`src/sv/sgb_pkg.sv`:
```
// ----------------------------------------------------------------------------
// sgb_pkg
// Shared types and constants of the scanline gap bridger: phase codes, the
// emit request passed from the classifier to the emitter, and queue sizing.
// ----------------------------------------------------------------------------
`default_nettype none

package sgb_pkg;

	// width of held-run counts and of the bridged length field
	localparam int CNT_W = 6;

	// default and bound for the gap limit
	localparam int MAX_GAP_LIMIT_DEF = 32;

	// request queue between classifier and emitter
	localparam int Q_AW    = 2;
	localparam int Q_DEPTH = 1 << Q_AW;

	// tdata widths, whole bytes
	localparam int S_DATA_W = 8;
	localparam int M_DATA_W = 8;

	// scan phase of the classifier
	typedef enum logic [1:0] {
		PH_IDLE = 2'd0,
		PH_RUN  = 2'd1,
		PH_GAP  = 2'd2
	} phase_t;

	// one emit request: count held pixels, then the closing pixel
	typedef struct packed {
		logic [CNT_W-1:0] count;  // held empty pixels to emit first
		logic             fill;   // held pixels are bridged
		logic             sup;    // support of the closing pixel
		logic             re;     // closing pixel ends the row
	} cmd_t;

endpackage

`default_nettype wire

```
`src/sv/sgb_front.sv`:
```
// ----------------------------------------------------------------------------
// sgb_front
// Pixel classifier: tracks the scan phase and the held empty run, and turns
// each pixel that does not join a held run into one request for the back end.
// ----------------------------------------------------------------------------
`default_nettype none

module sgb_front
	import sgb_pkg::*;
#(
	parameter int MAX_GAP_LIMIT = MAX_GAP_LIMIT_DEF
) (
	input  wire logic             clk,
	input  wire logic             arst_n,
	// gap limit register write
	input  wire logic             cfg_valid,
	input  wire logic [CNT_W-1:0] cfg_data,
	// pixel input
	input  wire logic             in_valid,
	input  wire logic             in_support,
	input  wire logic             in_model,
	input  wire logic             in_re,
	output logic                  in_ready,
	// emit requests
	input  wire logic             q_full,
	output logic                  push,
	output cmd_t                  cmd
);

	localparam logic [CNT_W-1:0] LIMIT = CNT_W'(MAX_GAP_LIMIT);

	phase_t           phase_q, phase_d;
	logic [CNT_W-1:0] max_gap_q;
	logic [CNT_W-1:0] held_q, held_d;
	logic             mig_q, mig_d;
	logic [CNT_W-1:0] eff;
	logic [CNT_W:0]   cnt_next;
	logic             accept;
	logic             fill;

	// gap limit register
	always_ff @(posedge clk or negedge arst_n) begin
		if (!arst_n) begin
			max_gap_q <= '0;
		end else if (cfg_valid) begin
			max_gap_q <= cfg_data;
		end
	end

	// effective limit saturates at the build-time bound
	assign eff      = (max_gap_q > LIMIT) ? LIMIT : max_gap_q;
	assign cnt_next = {1'b0, held_q} + {{CNT_W{1'b0}}, 1'b1};
	assign fill     = !mig_q && (held_q != '0) && (held_q <= eff);

	assign in_ready = !q_full;
	assign accept   = in_valid && in_ready;

	// phase register
	always_ff @(posedge clk or negedge arst_n) begin
		if (!arst_n) begin
			phase_q <= PH_IDLE;
			held_q  <= '0;
			mig_q   <= 1'b0;
		end else begin
			phase_q <= phase_d;
			held_q  <= held_d;
			mig_q   <= mig_d;
		end
	end

	// classification and next phase
	always_comb begin
		phase_d   = phase_q;
		held_d    = held_q;
		mig_d     = mig_q;
		push      = 1'b0;
		cmd.count = '0;
		cmd.fill  = 1'b0;
		cmd.sup   = in_support;
		cmd.re    = in_re;
		if (accept) begin
			case (phase_q)
				PH_GAP: begin
					if (in_support) begin
						push      = 1'b1;
						cmd.count = held_q;
						cmd.fill  = fill;
						phase_d   = PH_RUN;
						held_d    = '0;
						mig_d     = 1'b0;
					end else if ((cnt_next > {1'b0, eff}) || in_re) begin
						// run too long or open at row end: flush unchanged
						push      = 1'b1;
						cmd.count = held_q;
						phase_d   = PH_IDLE;
						held_d    = '0;
						mig_d     = 1'b0;
					end else begin
						held_d = cnt_next[CNT_W-1:0];
						mig_d  = mig_q || in_model;
					end
				end
				PH_RUN: begin
					if (in_support) begin
						push = 1'b1;
					end else if ((eff == '0) || in_re) begin
						push    = 1'b1;
						phase_d = PH_IDLE;
					end else begin
						phase_d = PH_GAP;
						held_d  = {{(CNT_W-1){1'b0}}, 1'b1};
						mig_d   = in_model;
					end
				end
				default: begin
					push    = 1'b1;
					phase_d = in_support ? PH_RUN : PH_IDLE;
				end
			endcase
			// every row end returns to idle
			if (in_re) begin
				phase_d = PH_IDLE;
				held_d  = '0;
				mig_d   = 1'b0;
			end
		end
	end

endmodule

`default_nettype wire

```
`src/sv/sgb_queue.sv`:
```
// ----------------------------------------------------------------------------
// sgb_queue
// Short request queue between classifier and emitter, so that each side can
// stall on its own.
// ----------------------------------------------------------------------------
`default_nettype none

module sgb_queue
	import sgb_pkg::*;
(
	input  wire logic clk,
	input  wire logic arst_n,
	input  wire logic push,
	input  wire cmd_t push_cmd,
	input  wire logic pop,
	output logic      full,
	output logic      head_valid,
	output cmd_t      head
);

	cmd_t            mem [Q_DEPTH];
	logic [Q_AW-1:0] wr_ptr_q;
	logic [Q_AW-1:0] rd_ptr_q;
	logic [Q_AW:0]   fill_q;
	logic            do_push;
	logic            do_pop;

	assign full       = (fill_q == (Q_AW+1)'(Q_DEPTH));
	assign head_valid = (fill_q != '0);
	assign do_push    = push && !full;
	assign do_pop     = pop && head_valid;
	assign head       = mem[rd_ptr_q];

	// storage
	always_ff @(posedge clk) begin
		if (do_push) begin
			mem[wr_ptr_q] <= push_cmd;
		end
	end

	// pointers and fill level
	always_ff @(posedge clk or negedge arst_n) begin
		if (!arst_n) begin
			wr_ptr_q <= '0;
			rd_ptr_q <= '0;
			fill_q   <= '0;
		end else begin
			if (do_push) begin
				wr_ptr_q <= wr_ptr_q + 1'b1;
			end
			if (do_pop) begin
				rd_ptr_q <= rd_ptr_q + 1'b1;
			end
			case ({do_push, do_pop})
				2'b10:   fill_q <= fill_q + 1'b1;
				2'b01:   fill_q <= fill_q - 1'b1;
				default: fill_q <= fill_q;
			endcase
		end
	end

endmodule

`default_nettype wire

```
`src/sv/sgb_back.sv`:
```
// ----------------------------------------------------------------------------
// sgb_back
// Pixel emitter: expands each request into its held pixels and the closing
// pixel, one per cycle while out_ready holds, via a registered output stage.
// ----------------------------------------------------------------------------
`default_nettype none

module sgb_back
	import sgb_pkg::*;
(
	input  wire logic             clk,
	input  wire logic             arst_n,
	// request queue head
	input  wire logic             head_valid,
	input  wire cmd_t             head,
	output logic                  pop,
	// pixel output
	output logic                  out_valid,
	input  wire logic             out_ready,
	output logic                  out_support,
	output logic                  out_added,
	output logic [CNT_W-1:0]      out_len,
	output logic                  out_re,
	output logic                  out_last
);

	logic             valid_q;
	logic             sup_q;
	logic             added_q;
	logic [CNT_W-1:0] len_q;
	logic             re_q;
	logic             last_q;
	logic [CNT_W-1:0] idx_q;
	logic             load;
	logic             closing;

	assign load    = head_valid && (!valid_q || out_ready);
	assign closing = (idx_q == head.count);
	assign pop     = load && closing;

	// emit counter within the current request
	always_ff @(posedge clk or negedge arst_n) begin
		if (!arst_n) begin
			idx_q   <= '0;
			valid_q <= 1'b0;
		end else begin
			if (load) begin
				idx_q <= closing ? '0 : idx_q + 1'b1;
			end
			if (load) begin
				valid_q <= 1'b1;
			end else if (out_ready) begin
				valid_q <= 1'b0;
			end
		end
	end

	// output payload
	always_ff @(posedge clk) begin
		if (load) begin
			if (closing) begin
				sup_q   <= head.sup;
				added_q <= 1'b0;
				len_q   <= head.fill ? head.count : '0;
				re_q    <= head.re;
				last_q  <= 1'b1;
			end else begin
				sup_q   <= head.fill;
				added_q <= head.fill;
				len_q   <= '0;
				re_q    <= 1'b0;
				last_q  <= 1'b0;
			end
		end
	end

	assign out_valid   = valid_q;
	assign out_support = sup_q;
	assign out_added   = added_q;
	assign out_len     = len_q;
	assign out_re      = re_q;
	assign out_last    = last_q;

	// a filled pixel always shows support
	a_added_sup: assert property (@(posedge clk) disable iff (!arst_n)
		valid_q && added_q |-> sup_q)
		else $error("added pixel without support");

	// a bridged length appears only on a closing support pixel
	a_len_close: assert property (@(posedge clk) disable iff (!arst_n)
		valid_q && (len_q != '0) |-> last_q && sup_q && !added_q)
		else $error("bridge length on a non-closing pixel");

	// the counter never runs past the request
	a_idx_range: assert property (@(posedge clk) disable iff (!arst_n)
		head_valid |-> idx_q <= head.count)
		else $error("emit counter beyond request length");

	// after a request retires the next one starts from its first pixel
	a_pop_restart: assert property (@(posedge clk) disable iff (!arst_n)
		pop |=> idx_q == '0)
		else $error("emit counter not restarted after retire");

endmodule

`default_nettype wire

```
`src/sv/scanline_gap_bridger.sv`:
```
// ----------------------------------------------------------------------------
// scanline_gap_bridger
// Bridges short empty runs after support runs in a scan-ordered raster.
// ----------------------------------------------------------------------------
// A pixel request is taken whenever the four-entry request queue has room;
// pixels that join a held gap push no request until the hold ends. Every
// input pixel leaves exactly once and in order, one output pixel a cycle
// while the receiver is ready, so the sustained rate is one pixel per cycle.
// A gap of n held pixels is released as n+1 output pixels by the emitter
// counter, while the queue lets the front keep taking pixels. max_gap is
// written through the cfg channel (always ready) and saturates at
// MAX_GAP_LIMIT; zero passes pixels through unchanged.
// ----------------------------------------------------------------------------
`default_nettype none

module scanline_gap_bridger
	import sgb_pkg::*;
#(
	parameter int MAX_GAP_LIMIT = MAX_GAP_LIMIT_DEF
) (
	input  wire logic                clk,
	input  wire logic                arst_n,
	// gap limit register
	input  wire logic                cfg_valid,
	output logic                     cfg_ready,
	input  wire logic [CNT_W-1:0]    cfg_data,     // max_gap
	// pixel input
	input  wire logic                s_tvalid,
	output logic                     s_tready,
	input  wire logic [S_DATA_W-1:0] s_tdata,      // [0] support_bit, [1] model_bit
	input  wire logic                s_tlast,      // row_end
	// pixel output
	output logic                     m_tvalid,
	input  wire logic                m_tready,
	output logic [M_DATA_W-1:0]      m_tdata,      // [0] out_support, [1] added,
	                                               // [7:2] bridge_len
	output logic                     m_tlast,      // row_end_out
	output logic                     m_tuser       // last
);

	logic             q_full;
	logic             push;
	cmd_t             push_cmd;
	logic             head_valid;
	cmd_t             head;
	logic             pop;
	logic             o_sup;
	logic             o_added;
	logic [CNT_W-1:0] o_len;

	assign cfg_ready = 1'b1;

	// classifier
	sgb_front #(
		.MAX_GAP_LIMIT(MAX_GAP_LIMIT)
	) u_front (
		.clk        (clk),
		.arst_n     (arst_n),
		.cfg_valid  (cfg_valid),
		.cfg_data   (cfg_data),
		.in_valid   (s_tvalid),
		.in_support (s_tdata[0]),
		.in_model   (s_tdata[1]),
		.in_re      (s_tlast),
		.in_ready   (s_tready),
		.q_full     (q_full),
		.push       (push),
		.cmd        (push_cmd)
	);

	// request queue
	sgb_queue u_queue (
		.clk        (clk),
		.arst_n     (arst_n),
		.push       (push),
		.push_cmd   (push_cmd),
		.pop        (pop),
		.full       (q_full),
		.head_valid (head_valid),
		.head       (head)
	);

	// emitter
	sgb_back u_back (
		.clk         (clk),
		.arst_n      (arst_n),
		.head_valid  (head_valid),
		.head        (head),
		.pop         (pop),
		.out_valid   (m_tvalid),
		.out_ready   (m_tready),
		.out_support (o_sup),
		.out_added   (o_added),
		.out_len     (o_len),
		.out_re      (m_tlast),
		.out_last    (m_tuser)
	);

	// output packing
	assign m_tdata = {o_len, o_added, o_sup};

endmodule

`default_nettype wire

```
`config.mk`:
```
export PLATFORM = sky130hd
export DESIGN_NAME = scanline_gap_bridger
export DESIGN_NICKNAME = d
export VERILOG_FILES = /design/src/sv/sgb_pkg.sv /design/src/sv/sgb_front.sv /design/src/sv/sgb_queue.sv /design/src/sv/sgb_back.sv /design/src/sv/scanline_gap_bridger.sv
export SDC_FILE = /design/constraint.sdc
export NUM_CORES = 1
export LEC_CHECK = 0
export ABC_AREA = 1
export ABC_CLOCK_PERIOD_IN_PS = 3000
export BUFFER_PORTS_ARGS = -buffer_cell sky130_fd_sc_hd__buf_4
export CORE_MARGIN = 3
export CORE_UTILIZATION = 45
export DETAILED_ROUTE_END_ITERATION = 16
export GPL_ROUTABILITY_DRIVEN = 0
export PLACE_DENSITY = 0.77
export SETUP_SLACK_MARGIN = 0.1
export SLEW_MARGIN = 5
export SYNTH_ARGS = -nofsm -noshare
export SYNTH_HDL_FRONTEND = slang
export SYNTH_SLANG_ARGS = --single-unit
```
`constraint.sdc`:
```
create_clock -name clk -period 3 [get_ports clk]
set_clock_uncertainty 0.15 [all_clocks]
set_input_delay 0 -clock clk [delete_from_list [all_inputs] [get_ports clk]]
set_output_delay 0 -clock clk [all_outputs]
set_load 0.02 [all_outputs]
```
== Word-level counts from Yosys, hierarchy flattened ==
Memory sizes are Yosys's and may differ from the RTL's.
Cells that the tools add are included.

* Reductions and logical operators: 23
* $add $sub $neg: 6
* Bitwise logic cells: 0
* $lt $le $gt $ge: 3
* Equality and inequality tests: 9
* Muxes and demuxes: 39
* $mul: 0
* Shifts and indexed selects: 0
* Div/mod/pow operators: 0

{| class="wikitable"
|+ Operator list
! operator !! count
|-
| $mux 6 || 9
|-
| $mux 1 || 18
|-
| $mux 7 || 2
|-
| $pmux 6 s2 || 1
|-
| $mux 2 || 5
|-
| $add 6x1->7 const B || 1
|-
| $gt 7x6->1 || 1
|-
| $logic_and 1x1->1 || 7
|-
| $add 6x1->6 const B || 1
|-
| $eq 6x6->1 || 1
|-
| $gt 6x6->1 const B || 1
|-
| $le 6x6->1 || 1
|-
| $logic_not 6->1 || 1
|-
| $ne 3x3->1 const B || 2
|-
| $pmux 3 s2 || 1
|-
| $reduce_bool 3->1 || 2
|-
| $reduce_bool 6->1 || 1
|-
| $add 2x1->2 const B || 2
|-
| $eq 2x1->1 const B || 2
|-
| $eq 2x2->1 const B || 2
|-
| $logic_or 1x1->1 || 4
|-
| $ne 4x3->1 const B || 1
|-
| $pmux 1 s2 || 2
|-
| $pmux 2 s2 || 1
|-
| 8 further kinds || 11
|}

* Word-level logic and storage cells: 95
* Bits in registers: 39
* Memories kept: 1
* Memory bits (read-only): 0
* Bits of input ports: 20
* Output and inout bits: 13
* Bits in latches: 0
* Memory bits (writable): 36

{| class="wikitable"
|+ Memories
! memory !! depth !! bits a word !! rd ports !! clocked after memory_dff !! write ports !! RTL line !! source
|-
| u_queue.mem || 4 || 9 || 1 || 0 || 1 || sgb_queue.sv:21 || <nowiki>cmd_t mem [Q_DEPTH];</nowiki>
|}

== Depth between registers and ports, before layout ==
Gate-level depths: netlist of the first run.

* Word-level depth: 11
* Mapped depth: 20

== By module ==
A second synthesis of the first run with hierarchy kept.

* Cell total of the unflattened synthesis: 451
* Area total of the unflattened synthesis: 4105.2 µm²

{| class="wikitable"
|+ Modules (own cells, without submodules)
! module !! cells an instance !! area an instance (µm²) !! seq. area each (µm²) !! instances
|-
| sgb_queue || 164 || 1881.8 || 1256.2 || 1
|-
| sgb_front || 180 || 1308.8 || 375.4 || 1
|-
| sgb_back || 103 || 888.4 || 475.5 || 1
|-
| scanline_gap_bridger || 4 || 26.3 || 0.0 || 1
|}

== Worst setup path after synthesis of the first run ==
OpenSTA, ideal clock, no wires.

* Path kind: reg2reg
* Start: reg u_front.held_q[0]
* End: reg u_queue.fill_q[2]
* Path slack: -0.150 ns
* Stages on the path, launching flop included: 21
* Data required time: 2.719 ns
* Clock period less this slack: 3.150 ns
* Buffers on the path: 0
* Arrival: 2.869 ns
* Cell sequence: dfrtp_1 -> ha_1 -> nand3_1 -> xor2_1 -> inv_1 -> ha_1 -> nand2_1 -> nand2_1 -> a21oi_1 -> nand2_1 -> nand2_1 -> nand3_1 -> nand2_1 -> nand2_1 -> nand2_1 -> ha_1 -> inv_1 -> fa_1 -> a21oi_1 -> o21ai_0 -> xor2_1

* Word-level cells in the longest chain between the ends: 10

{| class="wikitable"
|+ Ends and longest elaborated chain
! item !! RTL line !! source
|-
| start, declared || sgb_front.sv:34 || <nowiki>logic [CNT_W-1:0] held_q, held_d;</nowiki>
|-
| start signal, assigned || sgb_front.sv:66 || <nowiki>held_q <= held_d;</nowiki>
|-
| $add 6x1->7 (*) || sgb_front.sv:52 || <nowiki>assign cnt_next = {1'b0, held_q} + {{CNT_W{1'b0}}, 1'b1};</nowiki>
|-
| $gt 7x6->1 (*) || sgb_front.sv:91 || <nowiki>end else if ((cnt_next > {1'b0, eff}) || in_re) begin</nowiki>
|-
| $logic_or 1x1->1 (*) || sgb_front.sv:91 ||
|-
| $mux 1 (*) || sgb_front.sv:91 ||
|-
| $mux 1 (*) || sgb_front.sv:84 || <nowiki>if (in_support) begin</nowiki>
|-
| $pmux 1 s2 (*) || sgb_front.sv:82 || <nowiki>case (phase_q)</nowiki>
|-
| $mux 1 (*) || sgb_front.sv:81 || <nowiki>if (accept) begin</nowiki>
|-
| $logic_and 1x1->1 (*) || sgb_queue.sv:30 || <nowiki>assign do_push = push && !full;</nowiki>
|-
| $eq 2x1->1 or $eq 2x2->1 (tied branches) || sgb_queue.sv:54 || <nowiki>case ({do_push, do_pop})</nowiki>
|-
| $pmux 3 s2 or $reduce_bool 2->1 (tied branches) || -- ||
|-
| end signal, assigned || sgb_queue.sv:55 || <nowiki>2'b10: fill_q <= fill_q + 1'b1;</nowiki>
|-
| end signal, assigned || sgb_queue.sv:56 || <nowiki>2'b01: fill_q <= fill_q - 1'b1;</nowiki>
|-
| end signal, assigned || sgb_queue.sv:57 || <nowiki>default: fill_q <= fill_q;</nowiki>
|-
| end, declared || sgb_queue.sv:24 || <nowiki>logic [Q_AW:0] fill_q;</nowiki>
|}

Mark *: on every way between the ends. The rest lies on a longest branch, timed or not.
A chain may end at the register's enable or synchronous reset.

== Worst setup path after layout of the first run ==
Ends and elaborated chain as after synthesis.

==> results by group, run 1 <==
Status
  – Status: complete, but fails checks
  – Failing checks: setup timing

Routing
  – Drt pass-1 iters: 4
  – Vias: around 3100
  – Drt via density: 5.07
  – DRT Wirelength: 9000 um
  – 1st-iter DRT viols: about 150
  – Number of routed nets with antenna violations: 0
  – WL per Instance: ~15 um
  – # DRC: 0

Synthesis
  – Syn_nets: 450
  – Synth warnings: 0
  – Synth Flop Type: edfxtp_1
  – Syn_area_per_cell: ~9.6 sq um
  – Synth cell types: 38
  – Post-synthesis async set-or-reset flop share: between 30 and 40%
  – Register area share after synthesis: between 50% and 60%
  – Syn Inst Count: 407
  – #FFs+latches synth: between 70 and 80
  – Post-synth EDFFs: 46
  – Synth Cell Area: a little under 4000 sq um

Floorplanning
  – Core area: 8340 sq um
  – Chip height: between 90 and 100 um
  – IO Count: 33
  – Die outline area: 9880 sq um
  – Initial Util: 47.0%
  – FP Rows: 33
  – Die width: approximately 100 um

Global route
  – Vias in the first global route: 3177
  – Grt total ovfl: 0
  – Total track usage: 18.4%
  – Largest net degree at the start of global routing: 30
  – Antenna violations before repair: 0
  – First-pass GRT wire length: approximately 14000 um

Placed design
  – PortBufs: 25
  – Placed cell areas: between 4000 and 5000 sq um
  – Pre-CTS setup slack: -0.127 ns
  – HPWL after DPL: approximately 5600 um

Setup path
  – CP Launch Type: flip-flop
  – Crit path top cell by count: nand2_1
  – WP data arrival: around 3.2 ns
  – Critical-path cell list: ha_2, xor2_1, ha_4, a21oi_2, nand2_1, nand2_1, nand2_1, nand2_2, nand3_2, nand2_2, nand2_4, nand2_4, ha_4, inv_2, fa_2, a21oi_2, o21ai_1, xor2_1
  – Worst Setup End Kind: flip-flop
  – Req. time, crit path: 3.07 ns
  – CP peak stage delay: about 0.42 ns
  – Crit-path max FO: 4
  – Critical path type: reg -> reg
  – Worst path slowest cell: dfrtp_1

STA
  – Setup ws final: -0.141 ns
  – Tcrit/Tclk final: 105%
  – RSZ-0062 raised after global routing: true
  – Final Hold Viols: 0
  – Slew Limit Fails: 0
  – Minimum period implied by the final worst setup slack: around 3.1 ns
  – Setup violations, final: 2
  – Worst Max-Slew Pin Slew: 0.549 ns
  – Max-Slew Margin vs Limit: between 60 and 70%
  – Max frequency: roughly 0.32 GHz

Final layout
  – Synth-to-Final Area Change: 30.1%
  – Most common cell after layout, fill and taps aside: nand2_1
  – Most frequent cells in the layout: 91 x nand2_1, 61 x buf_4, 53 x inv_1
  – # diodes: 0
  – Multi-input logic area: 1680 sq um
  – Fin area: a little over 5000 sq um
  – Sequential Area: around 2100 sq um
  – Fin nets: approximately 540
  – Fillers: between 600 and 700
  – Layout cell share with drive strength beyond 1: ~27%

Run
  – Max-Cap Viols: 0

Power
  – Clock network power share: between 10% and 20%
  – P_int: roughly 0.0026 W
  – Sequential power share: between 30% and 40%
  – Net Switching: approximately 0.0017 W
  – Switching Fraction: between 30% and 40%
  – Pwr Density: between 800 and 900 nW/um^2
  – Peak supply drop: around 0.32 mV
  – Leak Pwr: between 2 and 2.5 nW
  – Comb pwr share: 45.7%

CTS
  – Clock sinks: 75
  – Clock slew at reported path FFs: 0.08 ns
  – Root buf cell: clkbuf_8
  – TritonCTS clock tree: done
  – Clk buf depth: 2
  – Total CTS buffers: 9
  – Clk_lat worst skew: 0.34 ns
  – H-Tree Level Count: 3

Worst hold path
  – Min-delay worst type: in -> reg
==> Yosys cell counts (2+ instances only) <==
cell,number,area (sq um)
a21oi_1,8,40.0
a32oi_1,2,17.5
buf_4,6,45.0
dfrtp_1,29,726
edfxtp_1,46,1380
ha_1,22,275
inv_1,56,210
inv_2,4,15.0
mux2_2,3,33.8
nand2_1,99,372
nand2_2,2,12.5
nand3_1,39,195
nand3_4,2,35.0
nand4_1,4,25.0
nor2_1,27,101
nor2_2,7,43.8
nor3_1,3,15.0
o21ai_0,13,65.1
o22ai_1,4,25.0
xnor2_1,3,26.3
xor2_1,11,96.3
==> final timing paths <==
path                                     end               from  cells after the start  slack (ns)
setup / recovery           u_queue.fill_q[2]  u_front.held_q[0]                     18       -0.14
hold / removal             u_queue.mem[1][1]         s_tdata[0]                      2        0.30
setup reg to reg           u_queue.fill_q[2]  u_front.held_q[0]                     18       -0.14
hold reg to reg            u_queue.fill_q[0]  u_queue.fill_q[0]                      1        0.34
max in group asynchronous  u_front.held_q[2]             arst_n                      4        1.97
min in group asynchronous    u_back.idx_q[4]             arst_n                      4        0.53
==> worst max-delay path, delay by kind of cell (launching register included) <==
kind            cells  cell delay (ns)
compound gates      3             0.37
simple gates        8             0.62
xor+xnor            2             0.47
flops               1             0.42
buf+inv             1             0.03
fa+ha+maj           4             0.96
==> per-stage QoR <==
step | setup TNS [ns] | total power, W | util (%) | instances | hold slack (ns)
floorplan | 0 | 0.00280 | - | 407 | -0.446
global placement | 0 | 0.00324 | 52.9 | 555 | -0.190
detailed placement | -0.127 | 0.00332 | 52.9 | 555 | -0.185
CTS | -0.0504 | 0.00419 | 60.1 | 609 | 0.269
global route | -0.434 | 0.00460 | 61.2 | 609 | 0.292
finish | -0.144 | 0.00431 | 61.2 | 609 | 0.298
==> cell families (layout without fill, tap and decap cells) <==
logic type / count (synthesis) / in the layout / share of synthesized area, %
simple gates: 188 / 188 / 22.2
flops: 75 / 75 / 53.7
buf+inv: 70 / 167 / 7.49
compound gates: 33 / 33 / 4.97
fa+ha+maj: 23 / 23 / 7.53
xor+xnor: 14 / 14 / 3.13
mux: 3 / 3 / 0.861
other cells: 1 / 1 / 0.0956
==> metal layers <==
layer	share of wire, %	up-vias	global-route usage (%)
met5	0	-	0
met4	1.8	0	6.41
met3	3.7	21	4.56
met2	55	69	34.4
met1	39	1485	20.1
li1	-	1513	-
==> area by class of cell <==
class	count	share of cell area, %
Clock buffer	11	2.57
Clock inverter	5	1.23
Inverter	61	4.49
Multi-Input combinational cell	262	32.9
Sequential cell	75	41.3
Tap cell	105	2.57
Timing Repair Buffer	90	15.0
==> sequential cells by signal (all words and copies together), names as in the netlist <==
name and count:
u_queue.mem 36, u_back.idx_q 6, u_back.out_len 6, u_front.held_q 6
u_front.max_gap_q 6, u_queue.fill_q 3, u_front.phase_q 2, u_queue.rd_ptr_q 2
u_queue.wr_ptr_q 2, u_back.out_added 1, u_back.out_last 1, u_back.out_re 1
u_back.out_support 1, u_back.out_valid 1, u_front.mig_q 1
==> timing repair <==
action | 4_1_cts | 5_1_grt
hold buffers | 23 | 0
pin swaps | 9 | 2
gates cloned | 0 | 2
endpoints found under the hold margin | 51 | 0
resized for setup | 8 | 26
setup endpoints to repair | 2 | 69
buffers inserted | 15 | 3
==> power by group through the flow <==
stage          Sequential, W  Combinational (W)  Clock [W]
4_1_cts              0.00157            0.00184   0.000784
5_1_grt              0.00160            0.00218   0.000821
6_report             0.00157            0.00197   0.000769
3_5_place_dp         0.00159            0.00173          0
3_3_place_gp         0.00157            0.00167          0
2_1_floorplan        0.00163            0.00118          0
No activity file was read; power rests on OpenSTA's default activity.
==> run 2, diff against run 1 <==
--- a/config.mk
+++ b/config.mk
@@ -6,13 +6,14 @@
 export NUM_CORES = 1
 export LEC_CHECK = 0
 export ABC_AREA = 1
-export ABC_CLOCK_PERIOD_IN_PS = 3000
+export ABC_CLOCK_PERIOD_IN_PS = 2550
 export BUFFER_PORTS_ARGS = -buffer_cell sky130_fd_sc_hd__buf_4
 export CORE_MARGIN = 3
 export CORE_UTILIZATION = 45
 export DETAILED_ROUTE_END_ITERATION = 16
 export GPL_ROUTABILITY_DRIVEN = 0
 export PLACE_DENSITY = 0.77
+export REMOVE_ABC_BUFFERS = 1
 export SETUP_SLACK_MARGIN = 0.1
 export SLEW_MARGIN = 5
 export SYNTH_ARGS = -nofsm -noshare
==> constraint.sdc (replaced) <==
create_clock -name clk -period 2.55 [get_ports clk]
set_clock_uncertainty 0.15 [all_clocks]
set_input_delay 0 -clock clk [delete_from_list [all_inputs] [get_ports clk]]
set_output_delay 0 -clock clk [all_outputs]
set_load 0.02 [all_outputs]
==> run 2 against run 1 <==
Effect of this change:
- the flow still finishes with violations (setup timing)
- setup slack got worse by 0.44 ns
- critical path depth increased by 2
- count of clock-buffer cells in the layout did not move
- largest power group unchanged
==> results by group, run 2 (synthesized netlist as in run 1, its figures left out) <==
Status
  – Status: complete, but fails checks (unchanged)
  – Failing checks: setup timing (unchanged)

Setup path
  – Critical path type: reg -> reg (unchanged)
  – R2R Setup Slk: -0.58 ns (was -0.14 ns)
  – Worst Reg2Reg Path Length in Cells: 20 (was 18)
  – FF-to-FF End: u_queue.fill_q[2] (unchanged)
  – CP Launch Type: flip-flop (unchanged)
  – Crit-path max FO: 3 (was 4)
  – Worst r2r src: u_front.held_q[0] (unchanged)
  – Critical path startpoint: u_front.held_q[0] (unchanged)
  – CP endpoint: u_queue.fill_q[2] (unchanged)
  – Worst Setup End Kind: flip-flop (unchanged)
  – WP data arrival: 3.22 ns (was 3.21 ns)
  – Req. time, crit path: 2.64 ns (was 3.07 ns)

Floorplanning
  – Die outline area: 9880 sq um (unchanged)
  – Chip height: 99.4 um (unchanged)
  – Initial Util: 47.0% (unchanged)
  – Die width: 99.4 um (unchanged)
  – FP Rows: 33 (unchanged)
  – Core area: 8340 sq um (unchanged)
  – IO Count: 33 (unchanged)

Power
  – Pwr Density: 992 nW/um^2 (was 844 nW/um^2)
  – Leak Pwr: 2.57 nW (was 2.39 nW)
  – Peak supply drop: 0.432 mV (was 0.315 mV)

Final layout
  – Most common cell after layout, fill and taps aside: nand2_1 (unchanged)
  – Biggest register: u_queue.mem (unchanged)
  – Layout cell share with drive strength beyond 1: 37.5% (was 27.2%)
  – Synth-to-Final Area Change: 42.6% (was 30.1%)
  – # diodes: 0 (unchanged)
  – Fin nets: 577 (was 542)
  – Largest register FFs: 36 (unchanged)
  – Most frequent cells in the layout: 91 x nand2_1, 83 x buf_4, 46 x inv_1, 46 x edfxtp_1, 28 x dfrtp_1 (was 91 x nand2_1, 61 x buf_4, 53 x inv_1)
  – Fin area: 5600 sq um (was 5100 sq um)

STA
  – Setup violations, final: 74 (was 2)
  – Final Hold Viols: 0 (unchanged)
  – Max-Slew Margin vs Limit: 41.9% (was 63.3%)
  – Max frequency: 0.319 GHz (was 0.318 GHz)
  – Tcrit/Tclk final: 123% (was 105%)
  – Minimum period implied by the final worst setup slack: 3.13 ns (was 3.14 ns)
  – Setup ws final: -0.582 ns (was -0.141 ns)
  – Slew Limit Fails: 0 (unchanged)
  – RSZ-0062 raised after global routing: true (unchanged)
  – Worst Max-Slew Pin Slew: 0.868 ns (was 0.549 ns)

Placed design
  – HPWL after DPL: 5930 um (was 5590 um)
  – Pre-CTS setup slack: -0.646 ns (was -0.127 ns)
  – Placed cell areas: 4570 sq um (was 4410 sq um)
  – PortBufs: 25 (unchanged)

CTS
  – Total CTS buffers: 9 (unchanged)
  – Root buf cell: clkbuf_8 (unchanged)
  – Clock slew at reported path FFs: 0.09 ns (was 0.08 ns)
  – Clk_lat worst skew: 0.35 ns (was 0.34 ns)
  – Clock sinks: 75 (unchanged)
  – TritonCTS clock tree: done (unchanged)
  – H-Tree Level Count: 3 (unchanged)
  – Clk buf depth: 2 (unchanged)

Run
  – Max-Cap Viols: 0 (unchanged)

Routing
  – Drt pass-1 iters: 5 (was 4)
  – Number of routed nets with antenna violations: 0 (unchanged)
  – Drt via density: 5.18 (was 5.07)
  – WL per Instance: 15.8 um (was 14.8 um)
  – Vias: 3337 (was 3088)
  – DRT Wirelength: 10200 um (was 9000 um)
  – 1st-iter DRT viols: 184 (was 149)
  – # DRC: 0 (unchanged)

Global route
  – Grt total ovfl: 0 (unchanged)
  – First-pass GRT wire length: 15800 um (was 14300 um)
  – Largest net degree at the start of global routing: 30 (unchanged)
  – Vias in the first global route: 3406 (was 3177)
  – Total track usage: 20.4% (was 18.4%)
  – Antenna violations before repair: 0 (unchanged)

Worst hold path
  – Hold path depth: 2 (unchanged)
  – Min-delay worst type: in -> reg (unchanged)
run 2: changes by cell type in the layout (fill, tap and decap cells not counted), moves of 7 or more:
| cell | delta |
|---|---|
| inv_1 | -7 |
| buf_4 | +22 |
| nor2_1 | -7 |
| buf_6 | +12 |
| nand3_1 | -10 |
run 2: layout make-up:
| type | instances | area, sq um |
|---|---|---|
| clock buffer | 11 | 151 |
| inverter | 61 | 234 |
| multi-input combinational | 262 | 1850 |
| clock inverter | 5 | 35.0 |
| tap | 105 | 131 |
| timing repair buffer | 125 | 1080 |
| fill | 598 | 2750 |
| sequential | 75 | 2110 |
run 2: stage by stage:
| step | power [W] | hold WS (ns) | TNS, ns | util (%) | cells |
|---|---|---|---|---|---|
| after floorplan | 0.00321 | -0.446 | -11.60 | - | 398 |
| after global placement | 0.00397 | -0.200 | -7.74 | 54.8 | 580 |
| after detailed placement | 0.00406 | -0.191 | -11.46 | 54.8 | 580 |
| after CTS | 0.00528 | 0.258 | -12.81 | 64.9 | 642 |
| after global routing | 0.00591 | 0.287 | -27.73 | 67.1 | 644 |
| final | 0.00555 | 0.294 | -19.52 | 67.1 | 644 |
run 2: where the power goes:
group	internal [W]	switching, W	leakage, nW
combinational	0.00124	0.00158	1.68
sequential	0.00166	0.000207	0.798
clock	0.000408	0.000453	0.0957
total	0.00331	0.00224	2.57
run 2: worst max-delay path, stage by stage, from the launching register on:
cell and delay [ns]:
dfrtp_1 0.44, buf_6 0.14, nand3_4 0.08, buf_6 0.14, xor2_1 0.13, inv_1 0.08, ha_1 0.28, nand2_1 0.07
nor2_2 0.13, nand4_1 0.10, nand2_2 0.09, nand3_2 0.06, nand2_2 0.09, nand2_4 0.06, nand2_4 0.08, ha_4 0.12
inv_2 0.04, fa_2 0.36, a21oi_2 0.15, o21ai_2 0.07, xor2_1 0.15
run 2: repair_timing:
| item | in CTS | in global routing |
|---|---|---|
| gates cloned | 5 | 0 |
| pin swaps | 14 | 15 |
| endpoints found under the setup margin | 74 | 78 |
| endpoints found under the hold margin | 55 | 0 |
| setup buffers | 19 | 9 |
| resized for setup | 66 | 40 |
| hold buffers | 23 | 0 |
run 2: per-layer routing:
| layer | GRT usage, % | up-vias | share of wire, % |
|---|---|---|---|
| li1 | - | 1583 | - |
| met4 | 9.14 | 0 | 3.9 |
| met3 | 4.98 | 33 | 5.5 |
| met1 | 21.5 | 1598 | 36 |
| met2 | 38.1 | 123 | 54 |
| met5 | 0 | - | 0 |
run 2: how the worst min path moves through the flow:
stage	start	end	slack [ns]
global route	s_tlast	u_queue.mem[2][0]	0.29
floorplan	arst_n	u_back.idx_q[0]	-0.45
finish	s_tlast	u_queue.mem[2][0]	0.29
global placement	arst_n	u_back.idx_q[4]	-0.20
CTS	s_tdata[0]	u_queue.mem[1][1]	0.26
detailed placement	arst_n	u_back.idx_q[4]	-0.19
==> run 3, diff against run 2 <==
--- a/config.mk
+++ b/config.mk
@@ -5,7 +5,6 @@
 export SDC_FILE = /design/constraint.sdc
 export NUM_CORES = 1
 export LEC_CHECK = 0
-export ABC_AREA = 1
 export ABC_CLOCK_PERIOD_IN_PS = 2550
 export BUFFER_PORTS_ARGS = -buffer_cell sky130_fd_sc_hd__buf_4
 export CORE_MARGIN = 3
==> run 3 against run 2 <==
Effect of this change:
- the flow still finishes with violations (setup timing)
- synthesized cell count fell by 27%
- largest power group unchanged
- sequential share of layout area rose by 2.9 points
- first-iteration DRC count fell by 41%
- register-to-register slack improved by 0.03 ns
- critical endpoint unchanged
- final cell count fell by 21%
- clock power rose by 22%
- wire length fell by 18%
==> results by group, run 3 <==
Global route
  – Antenna violations before repair: 0 (unchanged)
  – Grt total ovfl: 0 (unchanged)
  – Total track usage: 18.3% (was 20.4%)
  – First-pass GRT wire length: 13600 um (was 15800 um)
  – Vias in the first global route: 2772 (was 3406)
  – Largest net degree at the start of global routing: 30 (unchanged)

Final layout
  – Util after Layout: 65.8% (was 67.1%)
  – Fillers: 550 (was 598)
  – Fin area: 5190 sq um (was 5600 sq um)
  – # diodes: 0 (unchanged)
  – Fin nets: 446 (was 577)
  – Synth-to-Final Area Change: 38.8% (was 42.6%)
  – Most common cell after layout, fill and taps aside: buf_4 (was nand2_1)
  – Most frequent cells in the layout: 73 x buf_4, 46 x edfxtp_1, 28 x nand2_1, 28 x dfrtp_1, 20 x dlygate4sd3_1 (was 91 x nand2_1, 83 x buf_4, 46 x inv_1, 46 x edfxtp_1, 28 x dfrtp_1)
  – Biggest register: u_queue.mem (unchanged)
  – Largest register FFs: 36 (unchanged)
  – Layout cell share with drive strength beyond 1: 36.0% (was 37.5%)

Synthesis
  – Synth warnings: 0 (unchanged)
  – Syn_area_per_cell: 12.6 sq um (was 9.64 sq um)
  – Post-synth EDFFs: 46 (unchanged)
  – Post-synthesis async set-or-reset flop share: 38.7% (unchanged)
  – Synth Cell Area: 3740 sq um (was 3920 sq um)
  – Post-synth top cells: 46 x edfxtp_1, 29 x dfrtp_1, 29 x nand2_1 (was 99 x nand2_1, 56 x inv_1, 46 x edfxtp_1)
  – Synth top area cells: edfxtp_1 37%, dfrtp_1 19%, ha_1 7.4%, mux4_1 4.2%, nand2_1 2.9% (was edfxtp_1 35%, dfrtp_1 18%, nand2_1 9.5%, ha_1 7.0%, inv_1 5.4%)
  – Share of Yosys cell area claimed by the top area cell type: 36.9% (was 35.2%)
  – #FFs+latches synth: 75 (unchanged)
  – Syn Inst Count: 297 (was 407)
  – Cell taking the most area after synthesis: edfxtp_1 (unchanged)
  – Synth Flop Type: edfxtp_1 (unchanged)
  – Cell with the most instances after synthesis: edfxtp_1 (was nand2_1)
  – Register area share after synthesis: 56.4% (was 53.7%)
  – Synth cell types: 46 (was 38)

Worst hold path
  – Hold Crit Start: m_tready (was s_tlast)
  – Min-delay worst type: in -> reg (unchanged)
  – Hold path depth: 5 (was 2)
  – Worst Hold Path EP: u_back.out_valid (was u_queue.mem[2][0])

Setup path
  – Req. time, crit path: 2.67 ns (was 2.64 ns)
  – CP peak stage delay: 0.41 ns (was 0.44 ns)
  – Worst Reg2Reg Path Length in Cells: 16 (was 20)
  – R2R Setup Slk: -0.55 ns (was -0.58 ns)
  – Worst path slowest cell: dfrtp_1 (unchanged)
  – Critical path type: reg -> reg (unchanged)
  – Crit-path max FO: 2 (was 3)
  – CP Launch Type: flip-flop (unchanged)
  – Worst Setup End Kind: flip-flop (unchanged)
  – Critical-path cell list: ha_4, nand3_2, xnor2_2, ha_1, a21o_1, a21oi_2, a21oi_2, nor2b_2, a221oi_2, inv_1, ha_2, inv_2, fa_2, xor2_1, nor2_1, xor2_1 (was buf_6, nand3_4, buf_6, xor2_1, inv_1, ha_1, nand2_1, nor2_2, nand4_1, nand2_2, nand3_2, nand2_2, nand2_4, nand2_4, ha_4, inv_2, fa_2, a21oi_2, o21ai_2, xor2_1)
  – Worst r2r src: u_front.held_q[1] (was u_front.held_q[0])
  – WP data arrival: 3.23 ns (was 3.22 ns)
  – FF-to-FF End: u_queue.fill_q[2] (unchanged)

Placed design
  – Placed cell areas: 4380 sq um (was 4570 sq um)
  – HPWL after DPL: 5260 um (was 5930 um)
  – PortBufs: 25 (unchanged)

Floorplanning
  – Die width: 97.2 um (was 99.4 um)
  – IO Count: 33 (unchanged)
  – Chip height: 97.2 um (was 99.4 um)
  – Die outline area: 9440 sq um (was 9880 sq um)
  – Initial Util: 47.4% (was 47.0%)
  – Core area: 7890 sq um (was 8340 sq um)
  – FP Rows: 32 (was 33)

Routing
  – Drt pass-1 iters: 4 (was 5)
  – 1st-iter DRT viols: 108 (was 184)
  – WL per Instance: 16.3 um (was 15.8 um)
  – Number of routed nets with antenna violations: 0 (unchanged)
  – Vias: 2695 (was 3337)
  – # DRC: 0 (unchanged)
  – Drt via density: 5.28 (was 5.18)
  – DRT Wirelength: 8310 um (was 10200 um)

Power
  – Peak supply drop: 0.427 mV (was 0.432 mV)
  – Net Switching: 0.00168 W (was 0.00224 W)
  – P_int: 0.00327 W (was 0.00331 W)
  – Clock network power share: 21.2% (was 15.5%)
  – Leak Pwr: 2.22 nW (was 2.57 nW)
  – Pwr Density: 955 nW/um^2 (was 992 nW/um^2)
  – Switching Fraction: 33.9% (was 40.4%)
  – Comb pwr share: 41.3% (was 50.8%)
  – Sequential power share: 37.5% (was 33.7%)

STA
  – Minimum period implied by the final worst setup slack: 3.10 ns (was 3.13 ns)
  – Tcrit/Tclk final: 122% (was 123%)
  – Slew Limit Fails: 0 (unchanged)
  – RSZ-0062 raised after global routing: true (unchanged)
  – TNS Setup: -20.76 ns (was -19.52 ns)
  – Final Hold Viols: 0 (unchanged)
  – Worst hold slack: 0.292 ns (was 0.294 ns)
  – Max frequency: 0.322 GHz (was 0.319 GHz)
  – Setup violations, final: 66 (was 74)
  – Setup ws final: -0.552 ns (was -0.582 ns)

CTS
  – H-Tree Level Count: 3 (unchanged)
  – Root buf cell: clkbuf_8 (unchanged)
  – TritonCTS clock tree: done (unchanged)
  – Total CTS buffers: 9 (unchanged)
  – Clock slew at reported path FFs: 0.09 ns (about the same)
  – Clk_lat worst skew: 0.35 ns (about the same)
  – Clock sinks: 75 (unchanged)
  – Clk buf depth: 2 (unchanged)

Status
  – Failing checks: setup timing (unchanged)
  – Status: complete, but fails checks (unchanged)

Run
  – Max-Cap Viols: 0 (unchanged)
[run 3: cell count changes in the layout (fill, tap and decap cells not counted), sizes merged, moves of 7 or more]
cell / change
nand2: -71
inv: -41
nand3: -32
nor2: -25
buf: -20
and2: +11
mux4: +9
xnor2: +9
and3: +7
xor2: -7
[run 3: repair_timing]
action                                  CTS  global route
endpoints found under the setup margin   85            88
setup buffers                             6             6
hold buffers                             21             0
endpoints found under the hold margin    49             0
pin swaps                                11            13
resized for setup                        27            17
cloned                                    3             0
[run 3: per-layer routing]
layer  global-route usage [%]  vias to the layer above  wire length (um)
met1                     20.8                     1302              3220
met4                     6.80                        0               213
met2                     32.5                       80              4510
li1                         -                     1294                 -
met5                        0                        -                 0
met3                     5.46                       19               370
[run 3: layout make-up]
type / instances / area, sq um / area share, %
Clock buffer: 9 / 124 / 2.39
Inverter: 16 / 60.1 / 1.16
Clock inverter: 7 / 106 / 2.05
Timing Repair Buffer: 106 / 1010 / 19.5
Multi-Input combinational cell: 195 / 1650 / 31.8
Tap cell: 102 / 128 / 2.46
Sequential cell: 75 / 2110 / 40.6
[run 3: logic make-up (layout without fill, tap and decap cells)]
kind of cell               count (synthesis)  count (layout)  synth area share [%]
AOI/OAI and AO/OA                         45              45                  7.36
xor gates and xnor gates                  16              16                  3.75
adders and majority gates                 23              23                  7.90
buffers and inverters                     27             138                  3.31
DFF                                       75              75                  56.4
muxes                                     15              15                  7.83
other                                      1               1                 0.100
and+or+nand+nor                           95              95                  13.4
[run 3: power by group through the flow]
stage / sequential [W] / combinational [W] / clock (W)
after CTS: 0.00184 / 0.00182 / 0.00108
after detailed placement: 0.00187 / 0.00159 / 0
after global routing: 0.00190 / 0.00223 / 0.00113
after floorplan: 0.00191 / 0.000910 / 0
after global placement: 0.00184 / 0.00154 / 0
final: 0.00186 / 0.00205 / 0.00105
[run 3: worst max path at each step]
stage | from | slack [ns] | endpoint
global placement | u_queue.rd_ptr_q[0] | -0.51 | u_queue.fill_q[2]
floorplan | u_front.held_q[0] | -0.79 | u_queue.fill_q[2]
CTS | u_front.held_q[1] | -0.49 | u_queue.fill_q[2]
global route | u_front.held_q[0] | -0.71 | u_queue.fill_q[2]
finish | u_front.held_q[1] | -0.55 | u_queue.fill_q[2]
detailed placement | u_front.held_q[0] | -0.59 | u_queue.fill_q[2]
[run 3: critical path, delay by kind of cell, from the launching register on]
kind	cells	cell delay, ns
flops	1	0.41
fa+ha+maj	4	1.01
compound gates	4	0.52
simple gates	3	0.36
buf+inv	2	0.12
xor+xnor	3	0.44
[run 3: stage by stage]
| stage | worst slack, ns | cells | power, W |
|---|---|---|---|
| global route | -0.713 | 510 | 0.00526 |
| finish | -0.552 | 510 | 0.00496 |
| detailed placement | -0.592 | 458 | 0.00345 |
| global placement | -0.514 | 458 | 0.00338 |
| floorplan | -0.790 | 286 | 0.00282 |
| CTS | -0.494 | 504 | 0.00474 |
